## src/design/spq_pkg.sv

```systemverilog
// ============================================================================
// spq_pkg: shared types and constants for the sorted insert priority queue
// Payload structs, controller state encoding and datapath command bundle.
// ============================================================================
package spq_pkg;

    localparam int DEFAULT_CAPACITY = 256;
    localparam logic [7:0] SYM_LOW  = 8'd0;
    localparam logic [7:0] SYM_HIGH = 8'd255;

    localparam logic ACT_ENQUEUE = 1'b0;
    localparam logic ACT_DEQUEUE = 1'b1;

    typedef struct packed {
        logic        action;
        logic [8:0]  node_id;
        logic [7:0]  symbol;
        logic [31:0] frequency;
    } spq_in_t;

    typedef struct packed {
        logic        accepted;
        logic [8:0]  out_node_id;
        logic [7:0]  out_symbol;
        logic [31:0] out_frequency;
        logic [8:0]  occupancy;
        logic        is_empty;
        logic        is_full;
    } spq_out_t;

    typedef struct packed {
        logic [8:0]  node_id;
        logic [7:0]  symbol;
        logic [31:0] frequency;
    } spq_entry_t;

    typedef enum logic [2:0] {
        ST_IDLE,
        ST_READ,
        ST_CMP,
        ST_DEQ,
        ST_OUT
    } spq_state_t;

    // controller -> datapath
    typedef struct packed {
        logic load;       // capture input item, set slot to tail
        logic rd_issue;   // read left-of-slot (enqueue) or head (dequeue)
        logic shift;      // move left entry into slot, step slot left
        logic place;      // write new entry at slot, advance tail
        logic pop;        // advance head
        logic result_ok;  // capture result as accepted
        logic result_nak; // capture result as refused
    } spq_cmd_t;

    // datapath -> controller
    typedef struct packed {
        logic is_deq;
        logic full;
        logic empty;
        logic at_head;    // slot equals head
        logic greater;    // left entry key is greater than new key
    } spq_stat_t;

endpackage

```

## src/design/spq_ctrl.sv

```systemverilog
// ============================================================================
// spq_ctrl: sequencer for enqueue insertion walk and dequeue
// Steps the datapath through read, compare and shift until the slot is found.
// ============================================================================
module spq_ctrl
    import spq_pkg::*;
(
    input  logic      clk,
    input  logic      rst_n,
    input  logic      in_fire,
    input  logic      out_stall,
    input  spq_stat_t stat,
    output logic      in_stall,
    output logic      out_valid,
    output spq_cmd_t  cmd
);

    spq_state_t state_reg, state_next;

    always_ff @(posedge clk or negedge rst_n)
    begin
        if (!rst_n)
            state_reg <= ST_IDLE;
        else
            state_reg <= state_next;
    end

    always_comb
    begin
        state_next = state_reg;
        cmd        = '0;
        in_stall   = 1'b1;
        out_valid  = 1'b0;
        unique case (state_reg)
            ST_IDLE:
            begin
                in_stall = 1'b0;
                if (in_fire)
                begin
                    cmd.load   = 1'b1;
                    state_next = ST_READ;
                end
            end
            ST_READ:
            begin
                if (stat.is_deq)
                begin
                    if (stat.empty)
                    begin
                        cmd.result_nak = 1'b1;
                        state_next     = ST_OUT;
                    end
                    else
                    begin
                        cmd.rd_issue = 1'b1;
                        state_next   = ST_DEQ;
                    end
                end
                else if (stat.full)
                begin
                    cmd.result_nak = 1'b1;
                    state_next     = ST_OUT;
                end
                else if (stat.at_head)
                begin
                    cmd.place     = 1'b1;
                    cmd.result_ok = 1'b1;
                    state_next    = ST_OUT;
                end
                else
                begin
                    cmd.rd_issue = 1'b1;
                    state_next   = ST_CMP;
                end
            end
            ST_CMP:
            begin
                if (stat.greater)
                begin
                    cmd.shift  = 1'b1;
                    state_next = ST_READ;
                end
                else
                begin
                    cmd.place     = 1'b1;
                    cmd.result_ok = 1'b1;
                    state_next    = ST_OUT;
                end
            end
            ST_DEQ:
            begin
                cmd.pop       = 1'b1;
                cmd.result_ok = 1'b1;
                state_next    = ST_OUT;
            end
            ST_OUT:
            begin
                out_valid = 1'b1;
                if (!out_stall)
                    state_next = ST_IDLE;
            end
            default:
                state_next = ST_IDLE;
        endcase
    end

endmodule

```

## config.mk

```make
export PLATFORM = sky130hd
export DESIGN_NAME = spq_ctrl
export DESIGN_NICKNAME = d
export VERILOG_FILES = /design/src/design/spq_pkg.sv /design/src/design/spq_ctrl.sv
export SDC_FILE = /design/constraint.sdc
export NUM_CORES = 1
export LEC_CHECK = 0
export ABC_AREA = 0
export BUFFER_PORTS_ARGS = -buffer_cell sky130_fd_sc_hd__buf_4
export CORE_AREA = 3 3 40 42
export DETAILED_ROUTE_END_ITERATION = 7
export DIE_AREA = 0 0 43 45
export PLACE_DENSITY = 0.45
export RECOVER_POWER = 25
export REMOVE_ABC_BUFFERS = 1
export SYNTH_ARGS = -nofsm -noshare
export SYNTH_HDL_FRONTEND = slang
export SYNTH_SLANG_ARGS = --single-unit
```

## constraint.sdc

```tcl
create_clock -name clk -period 0.9 [get_ports clk]
set_input_delay 0.135 -clock clk [delete_from_list [all_inputs] [get_ports clk]]
set_output_delay 0.135 -clock clk [all_outputs]
set_load 0.05 [all_outputs]
```

After elaboration in Yosys (flattened, before gate mapping) --
Cells that the tools add are included.
Word-level totals: register bits after elaboration 3, bits of input ports 9, output and inout bits 9, logic and storage cells 39
Cells by class: eq/ne operators 6, muxes and demuxes 30, reductions and logical operators 2
Operator list (count):
- $mux W3 | 7
- $mux W1 | 20
- $pmux W3 S5 | 1
- $eq A3 B2 Y1 const B | 2
- $ne A2 B2 Y1 const B | 2
- $eq A3 B1 Y1 const B | 1
- $eq A3 B3 Y1 const B | 1
- $logic_not A3 Y1 | 1
- $pmux W1 S3 | 1
- $pmux W1 S2 | 1
- $reduce_and A2 Y1 | 1

Logic depth before layout (Yosys ltp) --
Gate-level depths: netlist of run 1.
depth in word-level cells 4, gate-level depth with buffers 4, mapped depth without buffers 3

Worst setup path after synthesis of run 1 --
No wires, ideal clock.
path type register to register, from register state_reg[1], to register state_reg[2], library setup time 0.076 ns, arrival time 1.929 ns, path slack -1.105 ns, cell stages (with the launch flop) 5, period minus slack after synthesis 2.005 ns, cell sequence dfrtp_1 > buf_2 > nor3b_1 > nand2_1 > o21ai_1
On the way: word-level cells in the longest chain between the ends 3, elaborated cells between the ends (all ways) 9, classes of those cells eq/ne (6); mux (1); reduce/logical (2)
RTL lines:
- from (decl) | RTL line spq_ctrl.sv:18 | spq_state_t state_reg, state_next;
- from (signal assigned) | RTL line spq_ctrl.sv:25 | state_reg <= state_next;
- $eq A3 B3 Y1 / $logic_not A3 Y1 (equally long branches) | RTL line spq_ctrl.sv:34 | unique case (state_reg)
- $ne A2 B2 Y1 (no source line)
- $reduce_and A2 Y1 (no source line)
Parallel ways exist; a longest one is shown, timed or not. A chain may end at the register's enable or synchronous reset.

Final worst setup path of run 1 --
from register state_reg[0], to output port out_valid
On the way: word-level cells in the longest chain between the ends 2
RTL lines:
- $eq A3 B3 Y1 | RTL line spq_ctrl.sv:34
- $mux W1 | RTL line spq_ctrl.sv:34
- to (decl) | RTL line spq_ctrl.sv:14 | output logic out_valid,
No other way between the ends.

==> results.sh, run 1 <==
export IMPL_drive_gt1_share_pct=74.6
export IMPL_power_density_nw_per_um2=3120
export IMPL_critPathBufInv=2
export IMPL_rows=13
export IMPL_path_delay_family="flip-flops"
export IMPL_cp_arrival_ns=1.24
export IMPL_synth_seq_area_share_pct=29.1
export IMPL_grt_max_degree=7
export IMPL_cts_tree="done"
export IMPL_setup_viol_count_final=11
export IMPL_ys_seq_elements=3
export IMPL_worstHoldPathCells=3
export IMPL_synthSimpleGateAreaFrac_pct=41.3
export IMPL_synth_fa_ha_area_share_pct=0
export IMPL_drv_cap=0
export IMPL_largest_reg_flops=3
export IMPL_n_antenna_cell=0
export IMPL_worstHoldPathType="input port to flip-flop"
export IMPL_crit_required_ns=0.76
export IMPL_cts_buffer_depth=2
export IMPL_fmax_mhz=727
export IMPL_grt_usage_pct=9.51
export IMPL_wl_um=864
export IMPL_dr_pass1_iters=4
export IMPL_yosysUniqueCellTypes=19
export IMPL_final_util_pct=48.4
export IMPL_via_per_inst=4.63
export IMPL_critPathCaptureType="output pin"
export IMPL_cts_root_buffer="clkbuf_4"
export IMPL_rr_endpoint="state_reg[2]"
export IMPL_grt_pass1_vias=331
export IMPL_slowest_delay_ns=0.44
export IMPL_ant_nets=0
export IMPL_synth_top_family_by_area="simple AND/OR/NAND/NOR gates"
export IMPL_period_share_pct=153
export IMPL_violations="negative setup slack"
export IMPL_timing_hold_ws_ns=0.120
export IMPL_cts_htree_levels=1
export IMPL_synth_area_top_cells="dfrtp_1 29%, a21oi_1 7.8%, nand2_1 7.3%"
export IMPL_syn_to_final_growth_pct=141
export IMPL_slew_headroom_pct=86.2
export IMPL_die_height_um=45
export IMPL_cts_sinks=3
export IMPL_setup_ws_ns=-0.475
export IMPL_postSynthAreaPerCell_um2=8.05
export IMPL_numCtsBuffers=3
export IMPL_synth_top_area_share_pct=29.1
export IMPL_rsz0062_at_grt="true"
export IMPL_cp_slowest_cell="dfrtp_2"
export IMPL_drv_slew=0
export IMPL_synth_cells=32
export IMPL_wl_per_cell_um=11.1
export IMPL_critPathKind="flip-flop to output pin"
export IMPL_fillers=128
export IMPL_r2r_slack_ns=-0.19
export IMPL_worstRegToRegCells=4
export IMPL_leakage_nw=0.275
export IMPL_worst_pin_slew_ns=0.206
export IMPL_synth_area_um2=258
export IMPL_holdPathEnd="state_reg[2]"
export IMPL_fin_skew_ns=0.00267
export IMPL_critPathMaxFanout=6
export IMPL_hold_viol=0
export IMPL_core_area_um2=1280
export IMPL_cp_cell_sequence="buf_4 > nor3b_2 > buf_6"
export IMPL_critical_path_startpoint_type="flip-flop"
export IMPL_synth_compound_area_share_pct=22.3
export IMPL_drc=0
export IMPL_holdCritStartpoint="out_stall"
export IMPL_yosysWarnings=0
export IMPL_worstSkewPairLatency_ns=0.24
export IMPL_gp_congestion=0.687
export IMPL_port_buffers=17
export IMPL_initialDrtViolationCount=3
export IMPL_post_synth_mux_area_share_pct=3.88
export IMPL_initial_core_util_pct=20.1
export IMPL_io_pins=18
export IMPL_yosysTopAreaCell="dfrtp_1"
export IMPL_fin_nets=73
export IMPL_synth_xor_area_share_pct=0
export IMPL_grt_ovfl_total=0
export IMPL_status="finished, violations left"
export IMPL_die_x_um=43
export IMPL_grt_first_pass_wirelength_um=1340
export IMPL_clk_pin_slew_ns=0.04
export IMPL_dieArea_um2=1940
export IMPL_r2r_start="state_reg[0]"
export IMPL_vias=361
export IMPL_ir_worst_vdd_v=0.00145
export IMPL_finalCriticalPeriod_ns=1.37
export IMPL_antenna_found_initial=0
[worst max-delay path by stage]
stage / start / endpoint / slack, ns / cells past startpoint
detailed placement: state_reg[0] / out_valid / -0.36 / 3
global placement: state_reg[0] / out_valid / -0.34 / 3
global route: state_reg[0] / out_valid / -0.53 / 3
CTS: state_reg[0] / cmd[3] / -0.49 / 4
finish: state_reg[0] / out_valid / -0.47 / 3
floorplan: state_reg[1] / state_reg[2] / -1.08 / 3
[power breakdown]
part | switching (mW) | internal, mW
Sequential | 0.0895 | 0.194
Combinational | 0.769 | 0.644
Clock | 0.0779 | 0.167
[cell families (layout without fill, tap and decap cells)]
logic type,count (synthesis),in the layout
flip-flops,3,3
buffers and inverters,2,33
multiplexers,1,1
AND/OR/NAND/NOR,18,18
AO/OA/AOI/OAI,8,8
[worst register-to-register path: stages (launching register included)]
cell and delay (ns):
dfrtp_2 0.44, nand2b_4 0.17, buf_6 0.12, a32oi_1 0.16, o21ai_1 0.08
[routing by layer]
layer  global-route usage (%)  routed length [µm]
met5                        0                   0
met4                     9.04                  15
met3                     1.20                  66
met2                     14.1                 416
met1                     11.9                 365
[synthesized netlist by cell type]
cell       n
nor3b_1    2
or2_0      1
inv_2      1
dfrtp_1    3
nor2b_1    1
nor2_1     4
o21ai_1    1
nand2b_2   1
or3_4      1
a32oi_1    1
nand2b_1   1
nand4bb_1  1
nand2_1    5
mux2i_1    1
buf_2      1
a2bb2oi_1  1
a221oi_2   1
and3_2     1
a21oi_1    4
[layout make-up]
cell class | instances | area [µm²] | share of cell area (%)
timing repair buffer | 28 | 262 | 42.1
clock buffer | 4 | 26.3 | 4.23
multi-input combinational | 27 | 233 | 37.4
sequential | 3 | 78.8 | 12.7
inverter | 1 | 3.75 | 0.604
tap | 15 | 18.8 | 3.02
[cells in the final DEF (no fill, tap or decap)]
cell,netlist,routed
a21oi_1,4,3
a21oi_2,0,1
a221oi_2,1,1
a2bb2oi_2,0,1
a32oi_1,1,1
and3_4,0,1
buf_4,0,14
buf_6,0,10
buf_8,0,2
clkbuf_1,0,2
clkbuf_4,0,3
dfrtp_2,0,3
dlygate4sd3_1,0,1
inv_2,1,1
mux2i_1,1,1
nand2_1,5,3
nand2_2,0,1
nand2_4,0,1
nand2b_1,1,1
nand2b_4,0,1
nand4bb_1,1,1
nor2_2,0,2
nor2_4,0,2
nor2b_1,1,1
nor3b_2,0,2
o21ai_1,1,1
or2_0,1,1
or3_4,1,1
[what timing repair did]
item                                    4_1_cts  5_1_grt
gates cloned                                  0        0
gates resized for setup                      19       15
hold buffers                                  1        0
setup buffers                                 2        3
endpoints found under the setup margin       12       12
hold endpoints to repair                      3        0
pin swaps                                     5        3
[metrics by stage]
stage	total power [mW]	instances	setup TNS (ns)	setup slack, ns	cell area, µm²
after floorplan	0.901	31	-6.38	-1.08	253
after global placement	1.29	70	-2.64	-0.338	452
after detailed placement	1.28	70	-2.85	-0.356	452
after CTS	1.78	77	-4.32	-0.494	572
after global routing	2.06	78	-4.95	-0.534	622
final	1.94	78	-4.31	-0.475	622
(Power assumes the default switching activity.)
==> run 2: changes to the inputs <==
Settings changed: CELL_PAD_IN_SITES_DETAIL_PLACEMENT from default to 1, CELL_PAD_IN_SITES_GLOBAL_PLACEMENT from default to 1, PLACE_DENSITY 0.45 to 0.68.
==> run 2 against run 1 <==
The flow still finishes with violations (negative setup slack). Via count rose by 5.0%. Count of clock-buffer cells in the layout did not move. Sequential share of layout area is 0.92 points lower. Cell area grew 7.8%. Die area is the same. Global-route usage rose by 2.8 points. Sequential power increased by 7.4%. Fmax down 3.4%. Largest power group unchanged. Highest routed layer unchanged.
==> results.sh, run 2 (synthesis gave the netlist of run 1 again) <==
export IMPL_rsz0062_at_grt="true"
export IMPL_port_buffers=17
export IMPL_io_pins=18
export IMPL_p_int_mw=1.07
export IMPL_drc=0
export IMPL_ant_nets=0
export IMPL_swShare_pct=48.6
export IMPL_largest_reg_flops=3
export IMPL_core_area_um2=1280
export IMPL_critPathCaptureType="output pin"
export IMPL_fin_skew_ns=0.00284
export IMPL_drv_cap=0
export IMPL_pre_cts_slack_ns=-0.321
export IMPL_leakage_nw=0.302
export IMPL_power_density_nw_per_um2=3110
export IMPL_clk_pin_slew_ns=0.04
export IMPL_worst_pin_slew_ns=0.255
export IMPL_via_per_inst=4.62
export IMPL_vias=379
export IMPL_critPathMaxFanout=5
export IMPL_dp_hpwl_um=669
export IMPL_cts_htree_levels=1
export IMPL_crit_required_ns=0.76
export IMPL_seqPwrFrac_pct=14.7
export IMPL_antenna_found_initial=0
export IMPL_final_cell_mix="18 x buf_4, 11 x buf_6"
export IMPL_drive_gt1_share_pct=77.6
export IMPL_fin_nets=77
export IMPL_n_antenna_cell=0
export IMPL_critPathKind="flip-flop to output pin"
export IMPL_drv_slew=0
export IMPL_wl_per_cell_um=13.6
export IMPL_grt_max_degree=8
export IMPL_violations="negative setup slack"
export IMPL_die_x_um=43
export IMPL_slew_headroom_pct=82.5
export IMPL_final_util_pct=52.2
export IMPL_rows=13
export IMPL_die_height_um=45
export IMPL_setup_viol_count_final=12
export IMPL_initial_core_util_pct=20.1
export IMPL_fmax_mhz=702
export IMPL_dieArea_um2=1940
export IMPL_p_clk_share_pct=11.7
export IMPL_numCtsBuffers=3
export IMPL_finalCriticalPeriod_ns=1.42
export IMPL_worstSkewPairLatency_ns=0.24
export IMPL_critical_path_startpoint_type="flip-flop"
export IMPL_grt_pass1_vias=362
export IMPL_p_comb_share_pct=73.7
export IMPL_setup_ws_ns=-0.524
export IMPL_status="finished, violations left"
export IMPL_worstHoldPathType="input port to flip-flop"
export IMPL_p_switching_mw=1.01
export IMPL_dr_pass1_iters=4
export IMPL_syn_to_final_growth_pct=160
export IMPL_finalSetupTns_ns=-4.86
export IMPL_final_common_cell="buf_4"
export IMPL_cts_buffer_depth=2
export IMPL_grt_first_pass_wirelength_um=1660
export IMPL_cts_root_buffer="clkbuf_4"
export IMPL_grt_ovfl_total=0
export IMPL_cts_tree="done"
export IMPL_ir_worst_vdd_v=0.00172
export IMPL_hold_viol=0
export IMPL_gp_congestion=0.721
export IMPL_wl_um=1110
export IMPL_cts_sinks=3
export IMPL_period_share_pct=158
export IMPL_grt_usage_pct=12.3
export IMPL_initialDrtViolationCount=6
export IMPL_cp_arrival_ns=1.29
-- run 2: changes by cell type in the layout (fill, tap and decap cells not counted), moves of 2 or more --
cell     before  now
nor2_2        2    0
a21oi_1       3    1
a21oi_2       1    3
buf_4        14   18
nor2_1        0    2
-- run 2: path summary, 6_finish.rpt --
| kind | from | end | slack, ns | cells past startpoint |
|---|---|---|---|---|
| worst min-delay path | out_stall | state_reg[2] | 0.13 | 3 |
| max in group asynchronous | rst_n | state_reg[1] | 0.49 | 2 |
| min in group asynchronous | rst_n | state_reg[0] | 0.24 | 2 |
| worst max register to register | state_reg[0] | state_reg[0] | -0.28 | 4 |
| worst max-delay path | state_reg[0] | cmd[5] | -0.52 | 5 |
| worst min register to register | state_reg[2] | state_reg[2] | 0.56 | 1 |
-- run 2: metrics by stage --
step                      instances  cell area, µm²  hold slack (ns)  power [mW]
final                            82             671            0.125        2.08
after global routing             82             671            0.121        2.20
after CTS                        78             604            0.127        1.89
after detailed placement         71             459          -0.0759        1.29
after global placement           71             459          -0.0758        1.28
after floorplan                  31             253           -0.161       0.901
-- run 2: area by class of cell --
class | instances | area [µm²]
Multi-Input combinational cell | 27 | 253
Clock buffer | 4 | 26.3
Tap cell | 15 | 18.8
Inverter | 1 | 6.26
Sequential cell | 3 | 78.8
Timing Repair Buffer | 32 | 288
Fill cell | 150 | 614
-- run 2: worst max-delay path: stages, from the launching register on --
cell and delay (ns):
dfrtp_2 0.43, buf_4 0.14, buf_4 0.12, nand2_4 0.06
a21oi_2 0.13, buf_6 0.17
-- run 2: per-layer routing --
layer	vias up	track usage [%]	routed length (µm)
met5	-	0	0
met4	0	12.7	43
met3	5	2.79	57
met2	18	19.2	547
met1	173	13.3	466
li1	183	-	-
-- run 2: power groups by stage --
stage          Sequential [mW]  Combinational, mW  Clock (mW)
5_1_grt                  0.318               1.61       0.267
2_1_floorplan            0.261              0.640           0
3_3_place_gp             0.258               1.02           0
3_5_place_dp             0.260               1.03           0
6_report                 0.305               1.54       0.243
4_1_cts                  0.290               1.36       0.243
-- run 2: timing repair --
action | in CTS | in global routing
setup buffers | 2 | 4
endpoints found under the hold margin | 3 | 0
endpoints found under the setup margin | 12 | 12
hold buffers | 1 | 0
gates resized for setup | 26 | 7
pin swaps | 5 | 4
cloned | 0 | 0
